### src/hdl/crc8f_pkg.sv
`default_nettype none
package crc8f_pkg;

  // default number of parameter bytes a frame may carry
  localparam int unsigned MAX_PARAMS_DEF = 16;

  // reset value of the start byte register ('P')
  localparam logic [7:0] START_BYTE_RST = 8'h50;

  // CRC-8 generator polynomial and seed
  localparam logic [7:0] CRC_POLY = 8'h07;
  localparam logic [7:0] CRC_INIT = 8'h00;

  // depth of the job queue between front and back
  localparam int unsigned QUEUE_DEPTH = 2;

  // configuration register indexes
  localparam logic [2:0] REG_START_BYTE = 3'd0;

  // result status codes
  typedef enum logic [1:0] {
    ST_OK      = 2'd0,
    ST_CRC_ERR = 2'd1,
    ST_LEN_ERR = 2'd2
  } status_e;

  // front parser phases
  typedef enum logic [2:0] {
    PH_IDLE,
    PH_CMD,
    PH_LEN,
    PH_PARAM,
    PH_CRC
  } phase_e;

  // back sequencer states
  typedef enum logic [1:0] {
    BK_IDLE,
    BK_READ,
    BK_OUT
  } back_state_e;

  // one frame outcome handed from front to back
  typedef struct packed {
    status_e    status;
    logic [7:0] command;
    logic [4:0] count;
    logic       bank;
  } job_t;

  // parameter buffer write from the front
  typedef struct packed {
    logic       en;
    logic       bank;
    logic [4:0] idx;
    logic [7:0] data;
  } pwr_t;

  // bank release from the back
  typedef struct packed {
    logic en;
    logic bank;
  } rel_t;

  // bitwise CRC-8 update, MSB first
  function automatic logic [7:0] crc8_update(input logic [7:0] crc, input logic [7:0] b);
    logic [7:0] v;
    v = crc ^ b;
    for (int i = 0; i < 8; i++) begin
      if (v[7]) begin
        v = {v[6:0], 1'b0} ^ CRC_POLY;
      end else begin
        v = {v[6:0], 1'b0};
      end
    end
    return v;
  endfunction

endpackage
`default_nettype wire

### src/hdl/crc8f_front.sv
`default_nettype none
module crc8f_front import crc8f_pkg::*; #(
  parameter int unsigned MAX_PARAMS = MAX_PARAMS_DEF
) (
  input  wire logic       clk_i,
  input  wire logic       rst_ni,
  input  wire logic [7:0] start_byte_i,
  input  wire logic       rx_valid_i,
  output logic            rx_stall_o,
  input  wire logic [7:0] rx_byte_i,
  output logic            push_o,
  output job_t            job_o,
  input  wire logic       full_i,
  output pwr_t            pwr_o,
  input  wire rel_t       rel_i
);

  localparam logic [7:0] MaxLen = 8'(MAX_PARAMS);

  phase_e     phase_q, phase_d;
  logic [7:0] cmd_q, cmd_d;
  logic [4:0] len_q, len_d;
  logic [4:0] cnt_q, cnt_d;
  logic [7:0] crc_q, crc_d;
  logic       wbank_q, wbank_d;
  logic [1:0] busy_q, busy_d;

  logic       acc_w;
  logic [7:0] crc_next_w;
  logic [4:0] cnt_inc_w;
  logic       too_long_w;

  assign crc_next_w = crc8_update(crc_q, rx_byte_i);
  assign cnt_inc_w  = cnt_q + 5'd1;
  assign too_long_w = rx_byte_i > MaxLen;

  // hold off while a push could find the queue full or the bank is still draining
  always_comb begin
    rx_stall_o = 1'b0;
    case (phase_q)
      PH_LEN, PH_CRC: rx_stall_o = full_i;
      PH_PARAM:       rx_stall_o = busy_q[wbank_q];
      default:        rx_stall_o = 1'b0;
    endcase
  end

  assign acc_w = rx_valid_i && !rx_stall_o;

  // next phase
  always_comb begin
    phase_d = phase_q;
    if (acc_w) begin
      case (phase_q)
        PH_IDLE:  if (rx_byte_i == start_byte_i) phase_d = PH_CMD;
        PH_CMD:   phase_d = PH_LEN;
        PH_LEN: begin
          if (too_long_w) begin
            phase_d = PH_IDLE;
          end else if (rx_byte_i == 8'd0) begin
            phase_d = PH_CRC;
          end else begin
            phase_d = PH_PARAM;
          end
        end
        PH_PARAM: if (cnt_inc_w >= len_q) phase_d = PH_CRC;
        PH_CRC:   phase_d = PH_IDLE;
        default:  phase_d = PH_IDLE;
      endcase
    end
  end

  // datapath, buffer writes and job pushes
  always_comb begin
    cmd_d          = cmd_q;
    len_d          = len_q;
    cnt_d          = cnt_q;
    crc_d          = crc_q;
    wbank_d        = wbank_q;
    push_o         = 1'b0;
    job_o.status   = ST_OK;
    job_o.command  = cmd_q;
    job_o.count    = len_q;
    job_o.bank     = wbank_q;
    pwr_o.en       = 1'b0;
    pwr_o.bank     = wbank_q;
    pwr_o.idx      = cnt_q;
    pwr_o.data     = rx_byte_i;
    busy_d         = busy_q;
    if (rel_i.en) busy_d[rel_i.bank] = 1'b0;
    if (acc_w) begin
      case (phase_q)
        PH_IDLE: begin
          if (rx_byte_i == start_byte_i) begin
            crc_d = crc8_update(CRC_INIT, rx_byte_i);
            cmd_d = 8'd0;
            len_d = 5'd0;
            cnt_d = 5'd0;
          end
        end
        PH_CMD: begin
          cmd_d = rx_byte_i;
          crc_d = crc_next_w;
        end
        PH_LEN: begin
          crc_d = crc_next_w;
          cnt_d = 5'd0;
          if (too_long_w) begin
            len_d        = 5'd0;
            push_o       = 1'b1;
            job_o.status = ST_LEN_ERR;
            job_o.count  = 5'd0;
          end else begin
            len_d = rx_byte_i[4:0];
          end
        end
        PH_PARAM: begin
          crc_d    = crc_next_w;
          pwr_o.en = 1'b1;
          cnt_d    = cnt_inc_w;
        end
        PH_CRC: begin
          push_o = 1'b1;
          if (rx_byte_i != crc_q) begin
            job_o.status = ST_CRC_ERR;
          end else if (len_q != 5'd0) begin
            // good frame with parameters: hand this bank to the back
            busy_d[wbank_q] = 1'b1;
            wbank_d         = !wbank_q;
          end
        end
        default: ;
      endcase
    end
  end

  always_ff @(posedge clk_i or negedge rst_ni) begin
    if (!rst_ni) begin
      phase_q <= PH_IDLE;
      cmd_q   <= 8'd0;
      len_q   <= 5'd0;
      cnt_q   <= 5'd0;
      crc_q   <= CRC_INIT;
      wbank_q <= 1'b0;
      busy_q  <= 2'b00;
    end else begin
      phase_q <= phase_d;
      cmd_q   <= cmd_d;
      len_q   <= len_d;
      cnt_q   <= cnt_d;
      crc_q   <= crc_d;
      wbank_q <= wbank_d;
      busy_q  <= busy_d;
    end
  end

endmodule
`default_nettype wire

### src/hdl/crc8f_queue.sv
`default_nettype none
module crc8f_queue import crc8f_pkg::*; (
  input  wire logic clk_i,
  input  wire logic rst_ni,
  input  wire logic push_i,
  input  wire job_t job_i,
  output logic      full_o,
  input  wire logic pop_i,
  output logic      empty_o,
  output job_t      job_o
);

  localparam int unsigned PtrW = (QUEUE_DEPTH > 1) ? $clog2(QUEUE_DEPTH) : 1;
  localparam int unsigned CntW = $clog2(QUEUE_DEPTH + 1);
  localparam logic [CntW-1:0] FullCnt = CntW'(QUEUE_DEPTH);
  localparam logic [PtrW-1:0] LastPtr = PtrW'(QUEUE_DEPTH - 1);

  job_t            slot_q [QUEUE_DEPTH];
  logic [PtrW-1:0] wptr_q, rptr_q;
  logic [CntW-1:0] cnt_q;

  assign full_o  = cnt_q == FullCnt;
  assign empty_o = cnt_q == '0;
  assign job_o   = slot_q[rptr_q];

  // entry storage
  always_ff @(posedge clk_i) begin
    if (push_i && !full_o) slot_q[wptr_q] <= job_i;
  end

  // pointers and fill count
  always_ff @(posedge clk_i or negedge rst_ni) begin
    if (!rst_ni) begin
      wptr_q <= '0;
      rptr_q <= '0;
      cnt_q  <= '0;
    end else begin
      if (push_i && !full_o) begin
        wptr_q <= (wptr_q == LastPtr) ? '0 : wptr_q + 1'b1;
      end
      if (pop_i && !empty_o) begin
        rptr_q <= (rptr_q == LastPtr) ? '0 : rptr_q + 1'b1;
      end
      case ({push_i && !full_o, pop_i && !empty_o})
        2'b10:   cnt_q <= cnt_q + 1'b1;
        2'b01:   cnt_q <= cnt_q - 1'b1;
        default: cnt_q <= cnt_q;
      endcase
    end
  end

endmodule
`default_nettype wire

### src/hdl/crc8f_back.sv
`default_nettype none
module crc8f_back import crc8f_pkg::*; #(
  parameter int unsigned MAX_PARAMS = MAX_PARAMS_DEF
) (
  input  wire logic       clk_i,
  input  wire logic       rst_ni,
  input  wire pwr_t       pwr_i,
  input  wire logic       empty_i,
  input  wire job_t       job_i,
  output logic            pop_o,
  output rel_t            rel_o,
  output logic            res_valid_o,
  input  wire logic       res_stall_i,
  output logic [1:0]      status_o,
  output logic [7:0]      command_o,
  output logic [4:0]      param_count_o,
  output logic [3:0]      param_index_o,
  output logic [7:0]      param_byte_o,
  output logic            last_o
);

  localparam int unsigned PW    = (MAX_PARAMS > 1) ? $clog2(MAX_PARAMS) : 1;
  localparam int unsigned Depth = 2 ** (PW + 1);

  // two banks of parameter bytes, one per frame in flight
  logic [7:0]  mem_q [Depth];
  logic [7:0]  rd_q;

  back_state_e state_q, state_d;
  job_t        job_q;
  logic [4:0]  k_q, k_d;
  logic        has_par_w;
  logic        fin_w;
  logic        take_w;

  assign has_par_w = (job_q.status == ST_OK) && (job_q.count != 5'd0);
  assign fin_w     = !has_par_w || ((k_q + 5'd1) == job_q.count);
  assign take_w    = (state_q == BK_OUT) && !res_stall_i;

  always_ff @(posedge clk_i) begin
    if (pwr_i.en) mem_q[{pwr_i.bank, pwr_i.idx[PW-1:0]}] <= pwr_i.data;
    if (state_q == BK_READ) rd_q <= mem_q[{job_q.bank, k_q[PW-1:0]}];
  end

  // next state
  always_comb begin
    state_d = state_q;
    case (state_q)
      BK_IDLE: begin
        if (!empty_i) begin
          state_d = ((job_i.status == ST_OK) && (job_i.count != 5'd0)) ? BK_READ : BK_OUT;
        end
      end
      BK_READ: state_d = BK_OUT;
      BK_OUT: begin
        if (!res_stall_i) state_d = fin_w ? BK_IDLE : BK_READ;
      end
      default: state_d = BK_IDLE;
    endcase
  end

  // outputs and index
  always_comb begin
    pop_o         = (state_q == BK_IDLE) && !empty_i;
    rel_o.en      = take_w && fin_w && has_par_w;
    rel_o.bank    = job_q.bank;
    res_valid_o   = state_q == BK_OUT;
    status_o      = job_q.status;
    command_o     = job_q.command;
    param_count_o = job_q.count;
    param_index_o = k_q[3:0];
    param_byte_o  = has_par_w ? rd_q : 8'd0;
    last_o        = fin_w;
    k_d           = k_q;
    if (pop_o) begin
      k_d = 5'd0;
    end else if (take_w && !fin_w) begin
      k_d = k_q + 5'd1;
    end
  end

  always_ff @(posedge clk_i or negedge rst_ni) begin
    if (!rst_ni) begin
      state_q <= BK_IDLE;
      k_q     <= 5'd0;
    end else begin
      state_q <= state_d;
      k_q     <= k_d;
    end
  end

  // job registers are payload
  always_ff @(posedge clk_i) begin
    if (pop_o) job_q <= job_i;
  end

endmodule
`default_nettype wire

### src/hdl/crc8_command_frame_receiver.sv
// Accepts one rx byte per cycle; it stalls only when the job queue is full at a
// length or CRC byte, or when the parameter bank it would fill is still draining.
// The first result follows the accepted CRC or bad length byte through the job queue
// and back job register, a good frame with parameters also a buffer read (later if the
// queue has earlier jobs); each parameter: a read and an output state (one read port).
// Reset clears the parser, queue, bank flags and start byte (0x50); buffer is not cleared.
`default_nettype none
module crc8_command_frame_receiver import crc8f_pkg::*; #(
  parameter int unsigned MAX_PARAMS = MAX_PARAMS_DEF
) (
  input  wire logic        clk_i,
  input  wire logic        rst_ni,
  input  wire logic        psel,
  input  wire logic        penable,
  input  wire logic        pwrite,
  input  wire logic [2:0]  paddr,
  input  wire logic [31:0] pwdata,
  output logic [31:0]      prdata,
  output logic             pready,
  input  wire logic        rx_valid_i,
  output logic             rx_stall_o,
  input  wire logic [7:0]  rx_byte_i,
  output logic             res_valid_o,
  input  wire logic        res_stall_i,
  output logic [1:0]       status_o,
  output logic [7:0]       command_o,
  output logic [4:0]       param_count_o,
  output logic [3:0]       param_index_o,
  output logic [7:0]       param_byte_o,
  output logic             last_o
);

  logic [7:0] start_q;
  logic [2:0] reg_idx_w;
  logic       push_w, full_w, pop_w, empty_w;
  job_t       fjob_w, bjob_w;
  pwr_t       pwr_w;
  rel_t       rel_w;

  // register file
  assign reg_idx_w = paddr >> 2;
  assign pready    = 1'b1;
  assign prdata    = (reg_idx_w == REG_START_BYTE) ? {24'd0, start_q} : 32'd0;

  always_ff @(posedge clk_i or negedge rst_ni) begin
    if (!rst_ni) begin
      start_q <= START_BYTE_RST;
    end else if (psel && penable && pwrite && pready && (reg_idx_w == REG_START_BYTE)) begin
      start_q <= pwdata[7:0];
    end
  end

  crc8f_front #(.MAX_PARAMS(MAX_PARAMS)) u_front (
    .clk_i        (clk_i),
    .rst_ni       (rst_ni),
    .start_byte_i (start_q),
    .rx_valid_i   (rx_valid_i),
    .rx_stall_o   (rx_stall_o),
    .rx_byte_i    (rx_byte_i),
    .push_o       (push_w),
    .job_o        (fjob_w),
    .full_i       (full_w),
    .pwr_o        (pwr_w),
    .rel_i        (rel_w)
  );

  crc8f_queue u_queue (
    .clk_i   (clk_i),
    .rst_ni  (rst_ni),
    .push_i  (push_w),
    .job_i   (fjob_w),
    .full_o  (full_w),
    .pop_i   (pop_w),
    .empty_o (empty_w),
    .job_o   (bjob_w)
  );

  crc8f_back #(.MAX_PARAMS(MAX_PARAMS)) u_back (
    .clk_i         (clk_i),
    .rst_ni        (rst_ni),
    .pwr_i         (pwr_w),
    .empty_i       (empty_w),
    .job_i         (bjob_w),
    .pop_o         (pop_w),
    .rel_o         (rel_w),
    .res_valid_o   (res_valid_o),
    .res_stall_i   (res_stall_i),
    .status_o      (status_o),
    .command_o     (command_o),
    .param_count_o (param_count_o),
    .param_index_o (param_index_o),
    .param_byte_o  (param_byte_o),
    .last_o        (last_o)
  );

endmodule
`default_nettype wire

### config.mk
export PLATFORM = sky130hd
export DESIGN_NAME = crc8_command_frame_receiver
export DESIGN_NICKNAME = d
export VERILOG_FILES = /design/src/hdl/crc8f_pkg.sv /design/src/hdl/crc8f_front.sv /design/src/hdl/crc8f_queue.sv /design/src/hdl/crc8f_back.sv /design/src/hdl/crc8_command_frame_receiver.sv
export SDC_FILE = /design/constraint.sdc
export NUM_CORES = 1
export LEC_CHECK = 0
export BUFFER_PORTS_ARGS = -buffer_cell sky130_fd_sc_hd__buf_2
export CORE_UTILIZATION = 45
export DETAILED_ROUTE_END_ITERATION = 10
export SYNTH_ARGS = -nofsm -noshare
export SYNTH_HDL_FRONTEND = slang
export SYNTH_SLANG_ARGS = --single-unit
### constraint.sdc
create_clock -name clk_i -period 3.75 [get_ports clk_i]
set_input_delay 0.375 -clock clk_i [delete_from_list [all_inputs] [get_ports clk_i]]
set_output_delay 0.375 -clock clk_i [all_outputs]
set_load 0.01 [all_outputs]
# --- Word-level counts from Yosys, hierarchy flattened ---
# Memories as Yosys holds them, arrays and structs flattened. A register that Yosys moved wholly into a read port is not among the register bits.
# Cells that the tools add are included.
word_totals:
  n_memories: 2
  word_cells: 206
  ramBits: 288
  register_bits: 67
  out_inout_bits: 63
  mem_bits_ro: 0
  latchBits: 0
  inputBits: 50
classes:
  shifts: 0
  div: 0
  mul: 0
  n_bitwise: 21
  addsub: 6
  magnitude_cmp: 6
  reduce_logical: 48
  n_eq_ne: 16
  muxes: 90
memory_table:
  columns: ["name", "words", "word_bits", "rd", "rd_clocked_by_memory_dff", "wr", "line", "source"]
  rows:
  - ["u_back.mem_q", 32, 8, 1, 1, 1, "crc8f_back.sv:26", "logic [7:0] mem_q [Depth];"]
  - ["u_queue.slot_q", 2, 16, 1, 0, 1, "crc8f_queue.sv:18", "job_t slot_q [QUEUE_DEPTH];"]
ops:
  columns: ["op", "n"]
  rows:
  - ["2-to-1 mux 8 bit", 25]
  - ["2-to-1 mux 3 bit", 20]
  - ["NOT 3 bit", 16]
  - ["2-to-1 mux 5 bit", 7]
  - ["case mux 8 bit (2 select lines)", 2]
  - ["2-to-1 mux 2 bit", 10]
  - ["2-to-1 mux 1 bit", 16]
  - ["logical AND 1 bit", 15]
  - ["case mux 5 bit (3 select lines)", 1]
  - ["AND reduction 3 bit", 5]
  - ["nonzero test 5 bit", 3]
  - ["case mux 3 bit (4 select lines)", 1]
  - ["adder 5 x 1 -> 5 bit (second input constant)", 2]
  - ["case mux 5 bit (2 select lines)", 1]
  - ["nonzero test 2 bit", 5]
  - ["equality test 8 bit", 1]
  - ["greater-than comparator 8 x 5 -> 1 bit (second input constant)", 1]
  - ["logical NOT 2 bit", 4]
  - ["logical NOT 8 bit", 1]
  - ["!= test 8 bit", 1]
  - ["case mux 2 bit (2 select lines)", 2]
  - ["bitwise XOR 8 bit", 1]
  - ["logical NOT 1 bit", 7]
  - ["equality test 2 bit (second input constant)", 3]
  - ["27 further kinds", 37]

# --- Depth between registers and ports, before layout ---
# Gate-level depths: netlist of the first run.
depth:
  ltp_word: 40
  ltp_mapped: 12
  mapped_depth_nobuf: 10

# --- Hierarchy ---
# From an unflattened synthesis of the first run, not the netlist that was laid out.
unflattened:
  hier_cells: 883
  hier_area_um2: 15911.5
by_module_without_submodules:
  columns: ["module", "seq_area_each_um2", "instances", "cells_each", "area_per_inst_um2"]
  rows:
  - ["crc8f_back", 8583.2, 1, 511, 11352.1]
  - ["crc8f_front", 800.8, 1, 252, 2575.0]
  - ["crc8f_queue", 1061.0, 1, 68, 1402.6]
  - ["crc8_command_frame_receiver", 202.7, 1, 52, 581.8]

# --- Worst setup path before layout of the first run ---
# OpenSTA, ideal clock, no wires.
synth_path:
  path_kind: "input port to flip-flop"
  from: "input rx_byte_i[2]"
  to: "memory u_queue.slot_q[1][0] (netlist bit) (enable)"
  stages: 9
  setup_time_ns: 0.389
  arrival_time_ns: 2.660
  n_path_buf: 2
  required_time_ns: 3.361
  setup_slack_ns: 0.701
  path_cell_list: "clkbuf_1 > inv_1 > ha_1 > nor4bb_1 > o21ai_1 > a21oi_1 > or3_1 > clkbuf_1 > nor2_1"
synth_between:
  elab_chain_len: 7
synth_lines:
  columns: ["element", "line", "source"]
  rows:
  - ["from (decl)", "crc8_command_frame_receiver.sv:22", "input wire logic [7:0] rx_byte_i,"]
  - ["greater-than comparator 8 x 5 -> 1 bit", "crc8f_front.sv:35", "assign too_long_w = rx_byte_i > MaxLen;"]
  - ["2-to-1 mux 1 bit", "crc8f_front.sv:107", "if (too_long_w) begin"]
  - ["case mux 1 bit (2 select lines)", "crc8f_front.sv:91", "case (phase_q)"]
  - ["2-to-1 mux 1 bit", "crc8f_front.sv:90", "if (acc_w) begin"]
  - ["logical AND 1 bit", "crc8f_queue.sv:28", "if (push_i && !full_o) slot_q[wptr_q] <= job_i;"]
  - ["2-to-1 mux 1 bit", "crc8f_queue.sv:28", null]
  - ["2-to-1 mux 1 bit (not written as such)", "crc8f_queue.sv:28", null]
  - ["to (decl)", "crc8f_queue.sv:18", null]
# No other way between the ends.

# --- Worst setup path in the final report of the first run ---
layout_path:
  from: "register u_back.k_q[0]"
  to: "output last_o"
layout_between:
  elab_chain_len: 3
layout_lines:
  columns: ["element", "line", "source"]
  rows:
  - ["from (decl)", "crc8f_back.sv:31", "logic [4:0] k_q, k_d;"]
  - ["from (signal assigned)", "crc8f_back.sv:88", "k_q <= k_d;"]
  - ["adder 5 x 1 -> 5 bit", "crc8f_back.sv:37", "assign fin_w = !has_par_w || ((k_q + 5'd1) == job_q.count);"]
  - ["equality test 5 bit", "crc8f_back.sv:37", null]
  - ["logical OR 1 bit", "crc8f_back.sv:37", null]
  - ["to (decl)", "crc8_command_frame_receiver.sv:30", "output logic last_o"]
# No other way between the ends.

==> flow_metrics.env, run 1 <==
export IMPL_outcome="completed"
export IMPL_wirelength_um=33010
export IMPL_clkLatencyLatePin_ns=0.51
export IMPL_cp_depth=6
export IMPL_hold_buffers=0
export IMPL_rows=67
export IMPL_powerDensity_mw_per_mm2=657.1
export IMPL_core_mm2=0.03387
export IMPL_die_h_um=188.6
export IMPL_hp_class="input port to asynchronous set/reset pin"
export IMPL_synth_top_family_by_area="multiplexers"
export IMPL_whs_ns=0.04357
export IMPL_grt_ovfl_total=0
export IMPL_cp_data_required_time_ns=3.38
export IMPL_fillCellCount=2748
export IMPL_yosysTopAreaCell="edfxtp_1"
export IMPL_post_drt_wl_per_cell_um=22.23
export IMPL_rr_startpoint="u_back.k_q[0]"
export IMPL_viasPerCell=5.427
export IMPL_nNetsFinal=1079
export IMPL_max_freq_mhz=322.7
export IMPL_post_cts_resized=0
export IMPL_slowest_delay_ns=0.85
export IMPL_synth_top_cell_area_share=0.5981
export IMPL_met3_length_um=1620
export IMPL_grt_setup_unrepaired="no"
export IMPL_place_ws_ns=0.8569
export IMPL_drive_above_1_share=0.2980
export IMPL_reg2reg_depth=4
export IMPL_drc=0
export IMPL_relSlewSlack=0.2919
export IMPL_peakVddDrop_mv=0.3085
export IMPL_cts_tree="done"
export IMPL_period_share=0.8263
export IMPL_period_minus_slack_ns=3.099
export IMPL_cap_violations=0
export IMPL_drt_first_pass_iters=5
export IMPL_syn_inst=899
export IMPL_grt_pass1_wl_um=50090
export IMPL_yosys_warnings=0
export IMPL_ys_async_sr_fraction=0.1405
export IMPL_port_buffer_count=61
export IMPL_vias=8059
export IMPL_crit_path_end_kind="output port"
export IMPL_setup_tns_ns=0
export IMPL_setup_viol=0
export IMPL_gp_congestion=0.7746
export IMPL_setup_ws_ns=0.6514
export IMPL_met1Wirelength_um=15840
export IMPL_synth_common_cells="edfxtp_1 (312), mux4_2 (80), nor2_1 (57), dfrtp_1 (49), mux2_2 (41)"
export IMPL_detail_route_iter0_violations=512
export IMPL_start_util=0.4625
export IMPL_rrSetupSlack_ns=0.88
export IMPL_yosysSeqAreaShare=0.6797
export IMPL_antennaDiodeCount=0
export IMPL_synth_edf_count=312
export IMPL_cts_max_level=2
export IMPL_grt_usage=0.1909
export IMPL_synth_xor_area_share=0.03506
export IMPL_synthToLayoutAreaGrowth_pct=13.78
export IMPL_antenna_found_initial=0
export IMPL_path_clk_slew_ns=0.06
export IMPL_synth_area_leaders="edfxtp_1 (60%), mux4_2 (12%), dfrtp_1 (7.8%), mux2_2 (2.9%), xnor2_1 (1.8%)"
export IMPL_synth_most_common_cell="edfxtp_1"
export IMPL_finalClockSkew_ns=0.01348
export IMPL_die_w_um=188.6
export IMPL_cts_buffers=38
export IMPL_crit_type="flip-flop to output port"
export IMPL_antenna_left=0
export IMPL_dieArea_mm2=0.03556
export IMPL_path_max_fanout=31
export IMPL_grt_pass1_vias=8053
export IMPL_cp_arrival_ns=2.72
export IMPL_syn_area_mm2=0.01567
export IMPL_wl_met2_um=15050
export IMPL_slowest_stage="dfrtp_4"
export IMPL_dpl_hpwl_um=21610
export IMPL_path_delay_family="flip-flops"
export IMPL_power_leakage_nw=6.179
export IMPL_finalHoldViolations=0
export IMPL_cts_root_buf="clkbuf_16"
export IMPL_synthAdderAreaFrac=0.01438
export IMPL_ys_flop_type="edfxtp_1"
export IMPL_top_layer_used="met4"
export IMPL_postCtsSetupBuffers=0
export IMPL_io_pins=113
export IMPL_p_total_w=0.01171
export IMPL_worst_slew_pin_slew_ns=1.060
export IMPL_cts_sinks=363
export IMPL_r2r_end="u_back.rd_q[5]"
export IMPL_grt_start_max_net_pins=48
export IMPL_start_kind="flip-flop"
export IMPL_ys_types=72
export IMPL_timing_critical_path_buf_inv=1
export IMPL_maxSlewViolCount=0
export IMPL_synth_mux_area_frac=0.1490
export IMPL_avgSynthCellArea_um2=17.42
export IMPL_cp_cell_sequence="ha_1 > xor2_1 > nor3_1 > nand3_1 > nand2_1 > buf_2"
export IMPL_clock_path_buffers=3
export IMPL_yosys_area_share_simple=0.05423
export IMPL_ys_seq_elements=363
export IMPL_synth_compound_area_frac=0.03307
## layout by cell type, fill, tap and decap left out, types with 13 or more instances in the layout
master,instances
xor2_1,20
o21ai_0,13
mux2_2,41
inv_1,21
nor3_1,13
ha_1,18
conb_1,25
buf_2,61
nand2_1,26
edfxtp_1,312
nor2b_1,13
nor2_1,57
xnor2_1,32
dfrtp_1,47
buf_4,60
mux4_2,80
clkbuf_16,39
## metrics by stage
step,instances,utilization,instance area (µm²)
after floorplan,922,-,15750
after global placement,1419,0.4919,16660
after detailed placement,1419,0.4919,16660
after CTS,1485,0.5263,17820
after global routing,1485,0.5263,17820
final,1485,0.5263,17820
## routing by layer
layer / GRT usage / vias to the layer above
li1: - / 3668
met1: 0.2932 / 4117
met2: 0.2920 / 236
met3: 0.02459 / 38
met4: 0.04094 / 0
met5: 0 / -
## state kept, by name, summed over array words and instances (netlist names), 3 cells and up
signal / cells
u_queue.slot_q: 32
u_front.cmd_q: 8
start_q: 8
u_front.cnt_q: 5
u_back.command_o: 8
u_back.param_count_o: 5
u_back.rd_q: 8
u_front.crc_q: 8
u_back.k_q: 5
u_front.len_q: 5
u_back.mem_q: 256
u_front.phase_q: 3
## area by class of cell
type / instances / area (µm²) / share of cell area
Timing Repair Buffer: 123 / 795.8 / 0.04465
Tap cell: 448 / 560.5 / 0.03145
Inverter: 22 / 82.58 / 0.004633
Clock inverter: 14 / 117.6 / 0.006599
Clock buffer: 52 / 1045 / 0.05862
Sequential cell: 363 / 10650 / 0.5977
Multi-Input combinational cell: 463 / 4569 / 0.2564
## where the power goes
group / internal [W] / switching (W) / leakage (nW)
Combinational: 0.00144 / 0.00152 / 2.15
Clock: 0.00208 / 0.00144 / 0.572
Sequential: 0.00479 / 0.000434 / 3.45
Total: 0.00832 / 0.00339 / 6.18
## how the worst max path moves through the flow
stage,slack [ns],startpoint,endpoint
after floorplan,0.70,rx_byte_i[2],u_queue.slot_q[1][0]
after global placement,0.87,u_back.k_q[0],u_back.rd_q[5]
after detailed placement,0.86,u_back.k_q[0],u_back.rd_q[5]
after CTS,0.56,u_back.k_q[0],last_o
after global routing,0.39,u_back.k_q[0],last_o
final,0.65,u_back.k_q[0],last_o
## logic make-up after synthesis
group,Yosys count
DFF,363
AOI/OAI and AO/OA,69
adders and majority gates,18
other,2
and+or+nand+nor,167
muxes,128
xor gates and xnor gates,56
buffers and inverters,96
(Power assumes the default switching activity.)
==> inputs of run 2 (changes only) <==
==> constraint.sdc (replaced) <==
create_clock -name clk_i -period 3.25 [get_ports clk_i]
set_input_delay 0.325 -clock clk_i [delete_from_list [all_inputs] [get_ports clk_i]]
set_output_delay 0.325 -clock clk_i [all_outputs]
set_load 0.01 [all_outputs]
==> run 2 against run 1 <==
The run now ends with hold timing left. Critical path type unchanged. Clock skew down 0.0026 ns. Non-clock buffer count is 6 higher. Sequential power is 14% higher. Highest routed layer unchanged. First-iteration DRC count rose by 22%. Final cell count increased by 0.47%. Combinational power rose by 19%.
==> flow_metrics.env, run 2 (synthesis gave the netlist of run 1 again) <==
export IMPL_grt_ovfl_total=0
export IMPL_gp_congestion=0.7683
export IMPL_cp_data_required_time_ns=2.92
export IMPL_grt_start_max_net_pins=59
export IMPL_failed_checks="hold timing"
export IMPL_final_common_cell="edfxtp_1"
export IMPL_die_h_um=188.6
export IMPL_whs_ns=-0.03743
export IMPL_post_cts_resized=0
export IMPL_grt_usage=0.1932
export IMPL_fillCellCount=2784
export IMPL_viasPerCell=5.487
export IMPL_core_mm2=0.03387
export IMPL_detail_route_iter0_violations=626
export IMPL_postCtsSetupBuffers=0
export IMPL_clock_path_buffers=3
export IMPL_path_clk_slew_ns=0.06
export IMPL_cts_max_level=2
export IMPL_period_minus_slack_ns=2.821
export IMPL_peakVddDrop_mv=0.4288
export IMPL_start_kind="flip-flop"
export IMPL_vias=8186
export IMPL_antennaDiodeCount=0
export IMPL_hold_buffers=0
export IMPL_cap_violations=0
export IMPL_drive_above_1_share=0.3017
export IMPL_powerDensity_mw_per_mm2=754.7
export IMPL_drt_first_pass_iters=5
export IMPL_path_max_fanout=14
export IMPL_io_pins=113
export IMPL_worst_slew_pin_slew_ns=0.9901
export IMPL_antenna_left=0
export IMPL_start_util=0.4625
export IMPL_post_drt_wl_per_cell_um=22.15
export IMPL_cts_root_buf="clkbuf_16"
export IMPL_port_buffer_count=61
export IMPL_drc=0
export IMPL_grt_setup_unrepaired="no"
export IMPL_synthToLayoutAreaGrowth_pct=14.07
export IMPL_dieArea_mm2=0.03556
export IMPL_wirelength_um=33050
export IMPL_outcome="finished with violations"
export IMPL_finalHoldViolations=36
export IMPL_final_cell_mix="edfxtp_1 (312), mux4_2 (80), buf_4 (64), buf_2 (61), nor2_1 (57)"
export IMPL_power_leakage_nw=6.195
export IMPL_die_w_um=188.6
export IMPL_cp_arrival_ns=2.50
export IMPL_setup_tns_ns=0
export IMPL_cts_buffers=38
export IMPL_cts_tree="done"
export IMPL_maxSlewViolCount=0
export IMPL_relSlewSlack=0.3399
export IMPL_max_freq_mhz=354.5
export IMPL_largest_reg_flops=256
export IMPL_clkLatencyLatePin_ns=0.52
export IMPL_rows=67
export IMPL_grt_pass1_wl_um=50940
export IMPL_crit_path_end_kind="output port"
export IMPL_period_share=0.8679
export IMPL_nNetsFinal=1085
export IMPL_setup_viol=0
export IMPL_cts_sinks=363
export IMPL_dpl_hpwl_um=21900
export IMPL_hp_class="input port to asynchronous set/reset pin"
export IMPL_grt_pass1_vias=8198
export IMPL_antenna_found_initial=0
export IMPL_crit_type="flip-flop to output port"
export IMPL_finalClockSkew_ns=0.01086
==> run 2: changes by cell type in the layout (fill, tap and decap cells not counted), sizes merged <==
cell	previous run	this run
clkinvlp	0	1
buf	123	129
bufinv	2	1
inv	23	24
==> run 2: layout make-up <==
class / count / area [µm²] / share of cell area
inverter: 22 / 82.58 / 0.004621
timing repair buffer: 129 / 865.8 / 0.04845
sequential: 363 / 10650 / 0.5961
clock inverter: 15 / 115.1 / 0.006442
multi-input combinational: 463 / 4569 / 0.2557
clock buffer: 52 / 1023 / 0.05727
tap: 448 / 560.5 / 0.03137
==> run 2: stage by stage <==
| stage | instance area [µm²] | std cells | util | power [W] | worst slack [ns] |
|---|---|---|---|---|---|
| after global routing | 17870 | 1492 | 0.5276 | 0.01415 | 0.2484 |
| after detailed placement | 16730 | 1425 | 0.4940 | 0.009603 | 0.6103 |
| after floorplan | 15750 | 922 | - | 0.008574 | 0.2513 |
| after CTS | 17870 | 1492 | 0.5276 | 0.01361 | 0.3790 |
| final | 17870 | 1492 | 0.5276 | 0.01349 | 0.4293 |
| after global placement | 16730 | 1425 | 0.4940 | 0.009560 | 0.6217 |
==> run 2: routing by layer <==
metal  vias to the layer above  GRT usage  part of all wire
li1                       3674          -                 -
met1                      4208     0.2962              0.47
met2                       257     0.2896              0.45
met3                        47    0.03222             0.060
met4                         0    0.04404             0.016
met5                         -          0                 0
==> run 2: final timing paths <==
| check | start | cells after the start | end | slack, ns |
|---|---|---|---|---|
| worst min register to register | u_front.cmd_q[5] | 0 | u_queue.slot_q[0][11] | 0.49 |
| worst max-delay path | u_back.k_q[0] | 6 | last_o | 0.43 |
| max in group asynchronous | rst_ni | 2 | start_q[4] | 2.43 |
| min in group clk_i | pwdata[2] | 2 | start_q[2] | 0.04 |
| worst min-delay path | rst_ni | 1 | u_queue.cnt_q[1] | -0.04 |
| worst max register to register | u_front.phase_q[1] | 5 | u_front.cmd_q[3] | 0.62 |
==> run 2: where the power goes <==
group / switching [W] / internal [W] / leakage, nW
Clock: 0.00172 / 0.00229 / 0.554
Combinational: 0.00181 / 0.00169 / 2.19
Sequential: 0.000437 / 0.00553 / 3.45
Total: 0.00397 / 0.00952 / 6.20
==> run 2: worst max-delay path: stages (launching register included) <==
cell	delay, ns
dfrtp_4	0.61
ha_1	0.37
xor2_1	0.17
nor3_1	0.38
nand3_1	0.21
nand2_1	0.11
buf_2	0.13
